File: src/rtl/notb_pkg.sv
// ----------------------------------------------------------------------------
// notb_pkg
// Shared types and constants of the one-shot timer bank.
// ----------------------------------------------------------------------------
package notb_pkg;

	localparam int ID_W     = 4;
	localparam int CNT_W    = 32;
	localparam int STEP_W   = 20;
	localparam int SCALE_W  = 20;
	localparam int DUR_W    = 32;
	localparam int REQ_W    = 2;
	localparam int UNIT_W   = 2;
	localparam int IN_DATA_W  = 40;
	localparam int OUT_DATA_W = 40;

	// most timeout words reported by one tick
	localparam int MAX_RESULTS = 16;
	localparam int NRES_W      = $clog2(MAX_RESULTS + 1);

	// depth of the queue between front and back
	localparam int Q_DEPTH = 2;

	typedef logic [REQ_W-1:0]  req_t;
	typedef logic [UNIT_W-1:0] unit_t;

	localparam req_t REQ_TICK  = 2'd0;
	localparam req_t REQ_START = 2'd1;
	localparam req_t REQ_STOP  = 2'd2;
	localparam req_t REQ_NONE  = 2'd3;

	localparam unit_t UNIT_S   = 2'd0;
	localparam unit_t UNIT_MS  = 2'd1;
	localparam unit_t UNIT_US  = 2'd2;
	localparam unit_t UNIT_BAD = 2'd3;

	localparam logic [SCALE_W-1:0] SCALE_S  = 20'd1000000;
	localparam logic [SCALE_W-1:0] SCALE_MS = 20'd1000;
	localparam logic [SCALE_W-1:0] SCALE_US = 20'd1;

	localparam logic [STEP_W-1:0] STEP_RESET = 20'd100;

	localparam logic KIND_TIMEOUT = 1'b0;
	localparam logic KIND_STOP    = 1'b1;

	// classified request handed from front to back
	typedef struct packed {
		req_t              req;
		logic [ID_W-1:0]   id;
		logic [CNT_W-1:0]  limit;
	} cmd_t;

endpackage

File: src/rtl/notb_front.sv
// ----------------------------------------------------------------------------
// notb_front
// Input stage: takes request words, drops ignored ones, scales the duration.
// ----------------------------------------------------------------------------
module notb_front (
	input  logic                          clk,
	input  logic                          arst_n,
	input  logic                          in_valid,
	output logic                          in_ready,
	input  notb_pkg::req_t                in_req,
	input  logic [notb_pkg::ID_W-1:0]     in_id,
	input  notb_pkg::unit_t               in_unit,
	input  logic [notb_pkg::DUR_W-1:0]    in_dur,
	output logic                          push,
	output notb_pkg::cmd_t                push_cmd,
	input  logic                          q_full
);

	logic                          valid_s1;
	notb_pkg::req_t                req_s1;
	logic [notb_pkg::ID_W-1:0]     id_s1;
	notb_pkg::unit_t               unit_s1;
	logic [notb_pkg::DUR_W-1:0]    dur_s1;

	logic                                          keep;
	logic                                          advance;
	logic [notb_pkg::SCALE_W-1:0]                  scale;
	logic [notb_pkg::DUR_W+notb_pkg::SCALE_W-1:0]  prod;
	logic [notb_pkg::CNT_W-1:0]                    limit;

	// unknown requests and starts with a bad unit leave no trace
	assign keep = (req_s1 != notb_pkg::REQ_NONE) &&
		!((req_s1 == notb_pkg::REQ_START) && (unit_s1 == notb_pkg::UNIT_BAD));
	assign push    = valid_s1 && keep && !q_full;
	assign advance = valid_s1 && (!keep || !q_full);
	assign in_ready = !valid_s1 || advance;

	always_comb begin
		unique case (unit_s1)
			notb_pkg::UNIT_S:  scale = notb_pkg::SCALE_S;
			notb_pkg::UNIT_MS: scale = notb_pkg::SCALE_MS;
			default:           scale = notb_pkg::SCALE_US;
		endcase
	end

	assign prod  = dur_s1 * scale;
	assign limit = (prod[notb_pkg::DUR_W+notb_pkg::SCALE_W-1:notb_pkg::CNT_W] != '0) ?
		'1 : prod[notb_pkg::CNT_W-1:0];

	assign push_cmd.req   = req_s1;
	assign push_cmd.id    = id_s1;
	assign push_cmd.limit = limit;

	always_ff @(posedge clk or negedge arst_n) begin
		if (!arst_n) begin
			valid_s1 <= 1'b0;
		end else if (in_ready) begin
			valid_s1 <= in_valid;
		end
	end

	always_ff @(posedge clk) begin
		if (in_ready && in_valid) begin
			req_s1  <= in_req;
			id_s1   <= in_id;
			unit_s1 <= in_unit;
			dur_s1  <= in_dur;
		end
	end

endmodule

File: src/rtl/notb_fifo.sv
// ----------------------------------------------------------------------------
// notb_fifo
// Short command queue between the front and back parts.
// ----------------------------------------------------------------------------
module notb_fifo (
	input  logic             clk,
	input  logic             arst_n,
	input  logic             push,
	input  notb_pkg::cmd_t   push_cmd,
	output logic             full,
	input  logic             pop,
	output notb_pkg::cmd_t   head,
	output logic             empty
);

	localparam int PW = (notb_pkg::Q_DEPTH > 1) ? $clog2(notb_pkg::Q_DEPTH) : 1;
	localparam int CW = $clog2(notb_pkg::Q_DEPTH + 1);

	notb_pkg::cmd_t  mem_q [notb_pkg::Q_DEPTH];
	logic [PW-1:0]   wr_q;
	logic [PW-1:0]   rd_q;
	logic [CW-1:0]   cnt_q;

	assign full  = (cnt_q == CW'(notb_pkg::Q_DEPTH));
	assign empty = (cnt_q == '0);
	assign head  = mem_q[rd_q];

	always_ff @(posedge clk or negedge arst_n) begin
		if (!arst_n) begin
			wr_q  <= '0;
			rd_q  <= '0;
			cnt_q <= '0;
		end else begin
			if (push) begin
				wr_q <= (wr_q == PW'(notb_pkg::Q_DEPTH - 1)) ? '0 : wr_q + 1'b1;
			end
			if (pop) begin
				rd_q <= (rd_q == PW'(notb_pkg::Q_DEPTH - 1)) ? '0 : rd_q + 1'b1;
			end
			if (push && !pop) begin
				cnt_q <= cnt_q + 1'b1;
			end else if (pop && !push) begin
				cnt_q <= cnt_q - 1'b1;
			end
		end
	end

	always_ff @(posedge clk) begin
		if (push) begin
			mem_q[wr_q] <= push_cmd;
		end
	end

endmodule

File: src/rtl/notb_back.sv
// ----------------------------------------------------------------------------
// notb_back
// Executes start, stop and tick commands on the slot store; result register.
// ----------------------------------------------------------------------------
module notb_back #(
	parameter int NUM_TIMERS = 16
) (
	input  logic                              clk,
	input  logic                              arst_n,
	input  logic                              cfg_we,
	input  logic [notb_pkg::STEP_W-1:0]       cfg_wdata,
	input  logic                              q_empty,
	input  notb_pkg::cmd_t                    q_head,
	output logic                              q_pop,
	output logic                              out_valid,
	input  logic                              out_ready,
	output logic                              out_kind,
	output logic [notb_pkg::ID_W-1:0]         out_id,
	output logic [notb_pkg::CNT_W-1:0]        out_elapsed,
	output logic                              out_last
);

	localparam int AW = (NUM_TIMERS > 1) ? $clog2(NUM_TIMERS) : 1;
	localparam int XW = (AW > notb_pkg::ID_W) ? AW : notb_pkg::ID_W;

	localparam logic [2:0] ST_IDLE   = 3'd0;
	localparam logic [2:0] ST_STOP   = 3'd1;
	localparam logic [2:0] ST_TK_RD  = 3'd2;
	localparam logic [2:0] ST_TK_EV  = 3'd3;
	localparam logic [2:0] ST_TK_END = 3'd4;

	logic [2:0]                      state_q;
	logic [notb_pkg::STEP_W-1:0]     step_q;
	logic [NUM_TIMERS-1:0]           active_q;
	logic [AW-1:0]                   scan_q;
	logic [notb_pkg::NRES_W-1:0]     nres_q;
	logic                            hold_v_q;
	logic [notb_pkg::ID_W-1:0]       hold_id_q;
	logic [notb_pkg::ID_W-1:0]       stop_id_q;
	logic                            hit_q;

	logic [notb_pkg::CNT_W-1:0]      count_mem [NUM_TIMERS];
	logic [notb_pkg::CNT_W-1:0]      limit_mem [NUM_TIMERS];
	logic [notb_pkg::CNT_W-1:0]      cnt_rd_q;
	logic [notb_pkg::CNT_W-1:0]      lim_rd_q;

	logic [XW-1:0]                   head_x;
	logic [AW-1:0]                   head_addr;
	logic                            head_ok;
	logic [AW-1:0]                   rd_addr;
	logic                            cnt_we;
	logic [notb_pkg::CNT_W-1:0]      cnt_wd;
	logic                            lim_we;

	logic                            out_free;
	logic                            emit;
	logic                            emit_kind;
	logic [notb_pkg::ID_W-1:0]       emit_id;
	logic [notb_pkg::CNT_W-1:0]      emit_elapsed;
	logic                            emit_last;

	logic                            below;
	logic [notb_pkg::CNT_W:0]        sum_w;
	logic [notb_pkg::CNT_W-1:0]      sum_sat;
	logic                            expire;
	logic                            ev_go;
	logic                            scan_end;

	assign head_x    = XW'(q_head.id);
	assign head_addr = head_x[AW-1:0];
	assign head_ok   = ({1'b0, head_x} < (XW+1)'(NUM_TIMERS));
	assign rd_addr   = (state_q == ST_IDLE) ? head_addr : scan_q;
	assign out_free  = !out_valid || out_ready;
	assign q_pop     = (state_q == ST_IDLE) && !q_empty;
	assign scan_end  = (scan_q == AW'(NUM_TIMERS - 1));

	assign below   = cnt_rd_q < lim_rd_q;
	assign sum_w   = {1'b0, cnt_rd_q} + (notb_pkg::CNT_W+1)'(step_q);
	assign sum_sat = sum_w[notb_pkg::CNT_W] ? '1 : sum_w[notb_pkg::CNT_W-1:0];
	assign expire  = below && (sum_sat >= lim_rd_q) &&
		(nres_q < notb_pkg::NRES_W'(notb_pkg::MAX_RESULTS));
	// a second expiry flushes the held word, so it needs the output free
	assign ev_go   = !(expire && hold_v_q && !out_free);

	always_comb begin
		cnt_we = 1'b0;
		cnt_wd = '0;
		lim_we = 1'b0;
		if (q_pop && (q_head.req == notb_pkg::REQ_START) && head_ok) begin
			cnt_we = 1'b1;
			lim_we = 1'b1;
		end else if ((state_q == ST_TK_EV) && ev_go && below) begin
			cnt_we = 1'b1;
			cnt_wd = sum_sat;
		end
	end

	always_comb begin
		emit         = 1'b0;
		emit_kind    = notb_pkg::KIND_TIMEOUT;
		emit_id      = hold_id_q;
		emit_elapsed = '0;
		emit_last    = 1'b0;
		unique case (state_q)
			ST_STOP: begin
				emit         = out_free;
				emit_kind    = notb_pkg::KIND_STOP;
				emit_id      = stop_id_q;
				emit_elapsed = hit_q ? cnt_rd_q : '0;
				emit_last    = 1'b1;
			end
			ST_TK_EV: begin
				emit = ev_go && expire && hold_v_q;
			end
			ST_TK_END: begin
				emit      = hold_v_q && out_free;
				emit_last = 1'b1;
			end
			default: begin
				emit = 1'b0;
			end
		endcase
	end

	// slot store, registered read
	always_ff @(posedge clk) begin
		if (cnt_we) begin
			count_mem[(state_q == ST_IDLE) ? head_addr : scan_q] <= cnt_wd;
		end
		cnt_rd_q <= count_mem[rd_addr];
	end

	always_ff @(posedge clk) begin
		if (lim_we) begin
			limit_mem[head_addr] <= q_head.limit;
		end
		lim_rd_q <= limit_mem[rd_addr];
	end

	always_ff @(posedge clk or negedge arst_n) begin
		if (!arst_n) begin
			step_q <= notb_pkg::STEP_RESET;
		end else if (cfg_we) begin
			step_q <= cfg_wdata;
		end
	end

	always_ff @(posedge clk or negedge arst_n) begin
		if (!arst_n) begin
			state_q  <= ST_IDLE;
			active_q <= '0;
			scan_q   <= '0;
			nres_q   <= '0;
			hold_v_q <= 1'b0;
			hit_q    <= 1'b0;
		end else begin
			unique case (state_q)
				ST_IDLE: begin
					if (q_pop) begin
						unique case (q_head.req)
							notb_pkg::REQ_START: begin
								if (head_ok) begin
									active_q[head_addr] <= 1'b1;
								end
							end
							notb_pkg::REQ_STOP: begin
								hit_q   <= head_ok && active_q[head_addr];
								scan_q  <= head_addr;
								state_q <= ST_STOP;
							end
							notb_pkg::REQ_TICK: begin
								scan_q   <= '0;
								nres_q   <= '0;
								hold_v_q <= 1'b0;
								state_q  <= ST_TK_RD;
							end
							default: begin
								state_q <= ST_IDLE;
							end
						endcase
					end
				end
				ST_STOP: begin
					if (out_free) begin
						if (hit_q) begin
							active_q[scan_q] <= 1'b0;
						end
						state_q <= ST_IDLE;
					end
				end
				ST_TK_RD: begin
					if (active_q[scan_q]) begin
						state_q <= ST_TK_EV;
					end else if (scan_end) begin
						state_q <= ST_TK_END;
					end else begin
						scan_q <= scan_q + 1'b1;
					end
				end
				ST_TK_EV: begin
					if (ev_go) begin
						if (!below) begin
							active_q[scan_q] <= 1'b0;
						end
						if (expire) begin
							hold_v_q <= 1'b1;
							nres_q   <= nres_q + 1'b1;
						end
						if (scan_end) begin
							state_q <= ST_TK_END;
						end else begin
							scan_q  <= scan_q + 1'b1;
							state_q <= ST_TK_RD;
						end
					end
				end
				ST_TK_END: begin
					if (!hold_v_q || out_free) begin
						hold_v_q <= 1'b0;
						state_q  <= ST_IDLE;
					end
				end
				default: begin
					state_q <= ST_IDLE;
				end
			endcase
		end
	end

	always_ff @(posedge clk) begin
		if ((state_q == ST_IDLE) && q_pop && (q_head.req == notb_pkg::REQ_STOP)) begin
			stop_id_q <= q_head.id;
		end
		if ((state_q == ST_TK_EV) && ev_go && expire) begin
			hold_id_q <= notb_pkg::ID_W'(scan_q);
		end
	end

	// result word register
	always_ff @(posedge clk or negedge arst_n) begin
		if (!arst_n) begin
			out_valid <= 1'b0;
		end else if (emit) begin
			out_valid <= 1'b1;
		end else if (out_ready) begin
			out_valid <= 1'b0;
		end
	end

	always_ff @(posedge clk) begin
		if (emit) begin
			out_kind    <= emit_kind;
			out_id      <= emit_id;
			out_elapsed <= emit_elapsed;
			out_last    <= emit_last;
		end
	end

endmodule

File: src/rtl/named_oneshot_timer_bank_core.sv
// ----------------------------------------------------------------------------
// named_oneshot_timer_bank_core
// Bank of one-shot timers, one slot per timer id, with stop replies.
// ----------------------------------------------------------------------------
// Requests enter on the slave stream and are queued two deep ahead of the
// slot engine, so the input keeps flowing while the engine or the result
// stream stalls, as long as the queue has room. The engine handles one
// request at a time against the slot store (one read and one write port);
// a tick visits every slot in id order through the store's read port.
// Waiting on m_axis_tready can hold a stop or a tick. A tick reports up to
// 16 timeouts, each word one slot id, with tlast on the final one; a tick
// with no expiry sends nothing. Every stop returns exactly one word. There
// is no clearing pass after reset.
// ----------------------------------------------------------------------------
module named_oneshot_timer_bank_core #(
	parameter int NUM_TIMERS = 16
) (
	input  logic        clk,
	input  logic        arst_n,
	input  logic        cfg_we,
	input  logic [19:0] cfg_wdata,       // tick_step_us
	input  logic        s_axis_tvalid,
	output logic        s_axis_tready,
	input  logic [39:0] s_axis_tdata,    // timer_id[3:0], time_unit[5:4], duration[37:6]
	input  logic [1:0]  s_axis_tuser,    // req_type[1:0]
	output logic        m_axis_tvalid,
	input  logic        m_axis_tready,
	output logic [39:0] m_axis_tdata,    // result_id[3:0], elapsed_us[35:4]
	output logic [0:0]  m_axis_tuser,    // result_kind[0]
	output logic        m_axis_tlast
);

	logic                            push;
	notb_pkg::cmd_t                  push_cmd;
	logic                            q_full;
	logic                            q_pop;
	notb_pkg::cmd_t                  q_head;
	logic                            q_empty;
	logic                            out_kind;
	logic [notb_pkg::ID_W-1:0]       out_id;
	logic [notb_pkg::CNT_W-1:0]      out_elapsed;

	notb_front u_front (
		.clk      (clk),
		.arst_n   (arst_n),
		.in_valid (s_axis_tvalid),
		.in_ready (s_axis_tready),
		.in_req   (s_axis_tuser),
		.in_id    (s_axis_tdata[3:0]),
		.in_unit  (s_axis_tdata[5:4]),
		.in_dur   (s_axis_tdata[37:6]),
		.push     (push),
		.push_cmd (push_cmd),
		.q_full   (q_full)
	);

	notb_fifo u_fifo (
		.clk      (clk),
		.arst_n   (arst_n),
		.push     (push),
		.push_cmd (push_cmd),
		.full     (q_full),
		.pop      (q_pop),
		.head     (q_head),
		.empty    (q_empty)
	);

	notb_back #(
		.NUM_TIMERS (NUM_TIMERS)
	) u_back (
		.clk         (clk),
		.arst_n      (arst_n),
		.cfg_we      (cfg_we),
		.cfg_wdata   (cfg_wdata),
		.q_empty     (q_empty),
		.q_head      (q_head),
		.q_pop       (q_pop),
		.out_valid   (m_axis_tvalid),
		.out_ready   (m_axis_tready),
		.out_kind    (out_kind),
		.out_id      (out_id),
		.out_elapsed (out_elapsed),
		.out_last    (m_axis_tlast)
	);

	assign m_axis_tdata = {4'd0, out_elapsed, out_id};
	assign m_axis_tuser = out_kind;

endmodule

File: config.mk
export PLATFORM = sky130hd
export DESIGN_NAME = named_oneshot_timer_bank_core
export DESIGN_NICKNAME = d
export VERILOG_FILES = /design/src/rtl/notb_pkg.sv /design/src/rtl/notb_front.sv /design/src/rtl/notb_fifo.sv /design/src/rtl/notb_back.sv /design/src/rtl/named_oneshot_timer_bank_core.sv
export SDC_FILE = /design/constraint.sdc
export NUM_CORES = 2
export LEC_CHECK = 0
export ABC_AREA = 1
export ABC_CLOCK_PERIOD_IN_PS = 7000
export BUFFER_PORTS_ARGS = -buffer_cell sky130_fd_sc_hd__buf_2
export CAP_MARGIN = 30
export CORE_ASPECT_RATIO = 1.1
export CORE_MARGIN = 4
export CORE_UTILIZATION = 30
export DETAILED_ROUTE_END_ITERATION = 10
export PLACE_DENSITY_LB_ADDON = 0.12
export SLEW_MARGIN = 20
export SYNTH_ARGS = -nofsm -noshare
export SYNTH_HDL_FRONTEND = slang
export SYNTH_SLANG_ARGS = --single-unit
File: constraint.sdc
create_clock -name clk -period 7 [get_ports clk]
set_input_delay 0.35 -clock clk [delete_from_list [all_inputs] [get_ports clk]]
set_output_delay 0.35 -clock clk [all_outputs]
set_load 0.01 [all_outputs]
==> impl_metrics.csv <==
group,metric,value,unit
global_routing,grt_util_all_layers,17.9,%
run_status,outcome,"complete, but fails checks",
place,io_buffers,104,
synth,yosysTopAreaCellShare,53.2,%
worst_setup_path,register_to_register_setup_slack,-0.05,ns
global_routing,first_global_vias,45900,
worst_setup_path,worst-endpoint-arrival,7.56,ns
finish,multiInputGateArea,25700,um2
finish,finalInstanceArea,79900,um2
global_routing,initial_antenna_violation_count,6,
timing,totalNegativeSetupSlack,-1.32,ns
worst_setup_path,worstReg2RegStart,"u_front.unit_s1[1]",
worst_setup_path,end_of_the_worst_register_to_register_path,"u_fifo.mem_q[1][12]",
cts,ctsHtreeMaxLevel,4,
worst_setup_path,critPathLaunchType,"flip-flop",
timing,fmax,142,MHz
worst_setup_path,cpLargestDelayFamily,"adder cells",
timing,worst-slew-pin-transition,0.931,ns
hold_path,hold_startpoint,"cfg_we",
die,die_area,231000,um2
timing,maxSlewHeadroom,37.8,%
route,vias_per_cell,4.75,
timing,layout_worst_path_cycle_share,101,%
worst_setup_path,crit_path_top_delay_cell,"fa_1",
route,post_drt_wl_per_cell,22.5,um
place,place_area,73200,um2
route,drt_first_iter_violations,2813,
cts,tritoncts,"built",
die,die_height,503,um
die,core,221000,um2
worst_setup_path,cp_data_required_time,7.51,ns
timing,grt_setup_unrepaired,"yes",
place,gp_congestion,0.862,
cts,clock_sink_count,1306,
timing,timing.final.setup_violations,59,
global_routing,grt_pass1_wl,308000,um
synth,mappedNetlistArea,66900,um2
hold_path,min_delay_path_depth,3,
cts,numCtsBuffers,148,
global_routing,grt.overflow.total,0,
die,io_pins,111,
cts,clk_pin_slew,0.06,ns
place,dp.final_hpwl,141000,um
worst_setup_path,path_max_fanout,8,
timing,final.setup.worst_slack,-0.0533,ns
route,detail_route.drc_violations,0,
synth,yosysTopAreaCell,"edfxtp_1",
worst_setup_path,critical_path.max_stage_delay,0.59,ns
route,num_vias,44400,
finish,final-seq-area,38300,um2
cts,cts_root_buf,"clkbuf_16",
die,placement_rows,181,
cts,worstSkewPairLatency,0.81,ns
run_status,violated_checks,"setup timing",
route,route.final.wire_length,210000,um
finish,num-nets-final,7003,
die,chipWidth,458,um
hold_path,min-delay-path-class,"input port to flip-flop",
synth,yosys.cell_types.count,52,
synth,syn_avg_cell_area,11.5,um2
cts,cts.path.max_buffers,3,
route,drt-pass1-iter-count,7,
synth,synth_cells,5820,
hold_path,hold_path_end,"u_back.step_q[1]",
timing,timing.final.hold_violations,0,
timing,post-route-min-period,7.05,ns
finish,drive_above_1_share,15.6,%
worst_setup_path,critPathCaptureType,"flip-flop",
route,detail-route-antenna-nets,0,
finish,count_of_fill_cells_added_during_filler_insertion,22000,
worst_setup_path,cp_num_buf_inv,8,
die,floorplan.initialDensity,30.2,%
synth,ys_top_cells_by_area,"edfxtp_1, fa_1, nand2_1",
finish,layout_area_overhead,19.3,%
synth,yosysWarningCount,0,
run,max_cap_check_violation_count,0,
timing,number_of_pins_exceeding_their_max_slew_limit_in_the_final_report,0,
global_routing,grt_max_degree,129,
synth,synth-seq-area-share,57.2,%
worst_setup_path,rr_worst_depth,35,
timing,timing.clock.skew,0.0406,ns
worst_setup_path,worst-setup-path-type,"flip-flop to flip-flop",
synth,ys_ff_latch,1306,
-- worst max path at each step --
stage / startpoint / to / slack (ns) / cells past startpoint
floorplan: u_front.unit_s1[1] / u_fifo.mem_q[0][15] / 0.12 / 31
detailed placement: u_front.unit_s1[1] / u_fifo.mem_q[0][16] / -0.26 / 32
CTS: u_front.unit_s1[1] / u_fifo.mem_q[0][16] / 0.0003 / 35
global placement: u_front.unit_s1[1] / u_fifo.mem_q[0][12] / -0.24 / 36
global route: u_front.unit_s1[1] / u_fifo.mem_q[1][17] / -0.32 / 35
finish: u_front.unit_s1[1] / u_fifo.mem_q[1][12] / -0.05 / 35
-- sequential cells by signal, summed over array words and instances, names as in the netlist, 4 cells and up --
signal and flops:
u_back.hold_id_q 4, u_back.count_mem 512, u_back.step_q 20, u_back.out_elapsed 32, u_back.stop_id_q 4, u_back.nres_q 5, u_back.lim_rd_q 32, u_back.scan_q 4
u_back.cnt_rd_q 32, u_front.dur_s1 32, u_fifo.mem_q 76, u_back.limit_mem 512, u_front.id_s1 4, u_back.out_id 4, u_back.active_q 16
-- Yosys cell counts (all sizes together) --
| master | n |
|---|---|
| a31oi | 8 |
| and3 | 1 |
| nor3 | 14 |
| fa | 274 |
| nand3b | 2 |
| conb | 1 |
| o21ai | 110 |
| xor2 | 43 |
| buf | 162 |
| clkinv | 6 |
| a22oi | 521 |
| or2 | 7 |
| ha | 368 |
| a211oi | 1 |
| and2 | 6 |
| dfstp | 3 |
| nor4 | 8 |
| o21a | 7 |
| edfxtp | 1186 |
| nand2 | 1309 |
| a41oi | 1 |
| a21o | 5 |
| xnor2 | 30 |
| o211ai | 4 |
| nand4 | 148 |
| dfrtp | 53 |
| o22ai | 14 |
| nand3 | 78 |
| o21bai | 10 |
| nor2 | 354 |
| clkbuf | 39 |
| inv | 838 |
| mux2 | 19 |
| dfxtp | 64 |
| a21boi | 2 |
| a21oi | 124 |
-- stage by stage --
stage          hold WS (ns)  setup WS [ns]  util, %  std cells
4_1_cts              0.0123       0.000338     35.6       9319
6_report             0.0596        -0.0533     36.1       9343
2_1_floorplan        0.0544          0.123        -       5823
3_3_place_gp          0.428         -0.241     33.0       8979
3_5_place_dp          0.434         -0.256     33.0       8985
5_1_grt              0.0835         -0.316     36.1       9342
-- worst register-to-register path, delay by kind of cell, from the launching register on --
| kind | cells | cell delay (ns) |
|---|---|---|
| adder cells (fa/ha/maj) | 8 | 3.60 |
| buffers and inverters | 8 | 0.65 |
| flip-flops | 1 | 0.44 |
| AND/OR/NAND/NOR | 19 | 2.07 |
-- what timing repair did --
item | CTS | global route
gates cloned | 3 | 7
hold endpoints to repair | 116 | 0
hold buffers | 63 | 0
pin swaps | 11 | 81
setup endpoints to repair | 64 | 64
resized for setup | 74 | 177
buffers inserted | 2 | 10
-- layer usage --
layer  vias to the layer above  wire length, um  track usage, %
met1                     22300            87200            21.9
met3                       250             6400            1.90
met5                         -                0               0
li1                      21000                -               -
met4                         0             6500            5.35
met2                       875           110000            33.2
-- cells in the final DEF (no fill, tap or decap), types with 11 or more instances in the layout --
master	instances
dlygate4sd3_1	63
fa_1	269
clkbuf_8	12
nor2_2	41
ha_1	342
ha_4	22
a21oi_1	101
nor2_1	236
clkbuf_16	155
inv_1	797
a21oi_2	19
dfxtp_1	64
mux2_2	19
o21ai_1	16
nand2_2	52
edfxtp_1	1186
buf_2	104
dfrtp_1	52
xor2_1	42
nor3_1	11
buf_12	22
nor2_4	76
clkinv_2	18
buf_4	316
nand2_1	1250
nand3_1	68
nand4_1	148
a22oi_1	521
clkinv_1	23
inv_2	39
clkbuf_1	41
o21ai_0	82
xnor2_1	30
o22ai_1	11
-- cells by family after synthesis --
kind of cell	Yosys count	share of synthesized area [%]
XOR/XNOR	73	0.955
AO/OA/AOI/OAI	807	8.20
AND/OR/NAND/NOR	1927	11.9
adder cells (fa/ha/maj)	642	15.1
multiplexers	19	0.320
buffers and inverters	1045	6.28
flip-flops	1306	57.2
other	1	0.00560
-- cell type report --
type                            instances  share of cell area, %
Clock buffer                          203                   5.10
Timing Repair Buffer                  522                   5.40
Sequential cell                      1306                   48.0
Inverter                              844                   3.99
Tap cell                             2928                   4.59
Multi-Input combinational cell       3472                   32.1
Antenna cell                            5                 0.0157
Clock inverter                         63                  0.798
Power is not shown: default switching activity piles up to over one toggle a cycle in this logic, so the estimate is an artifact.
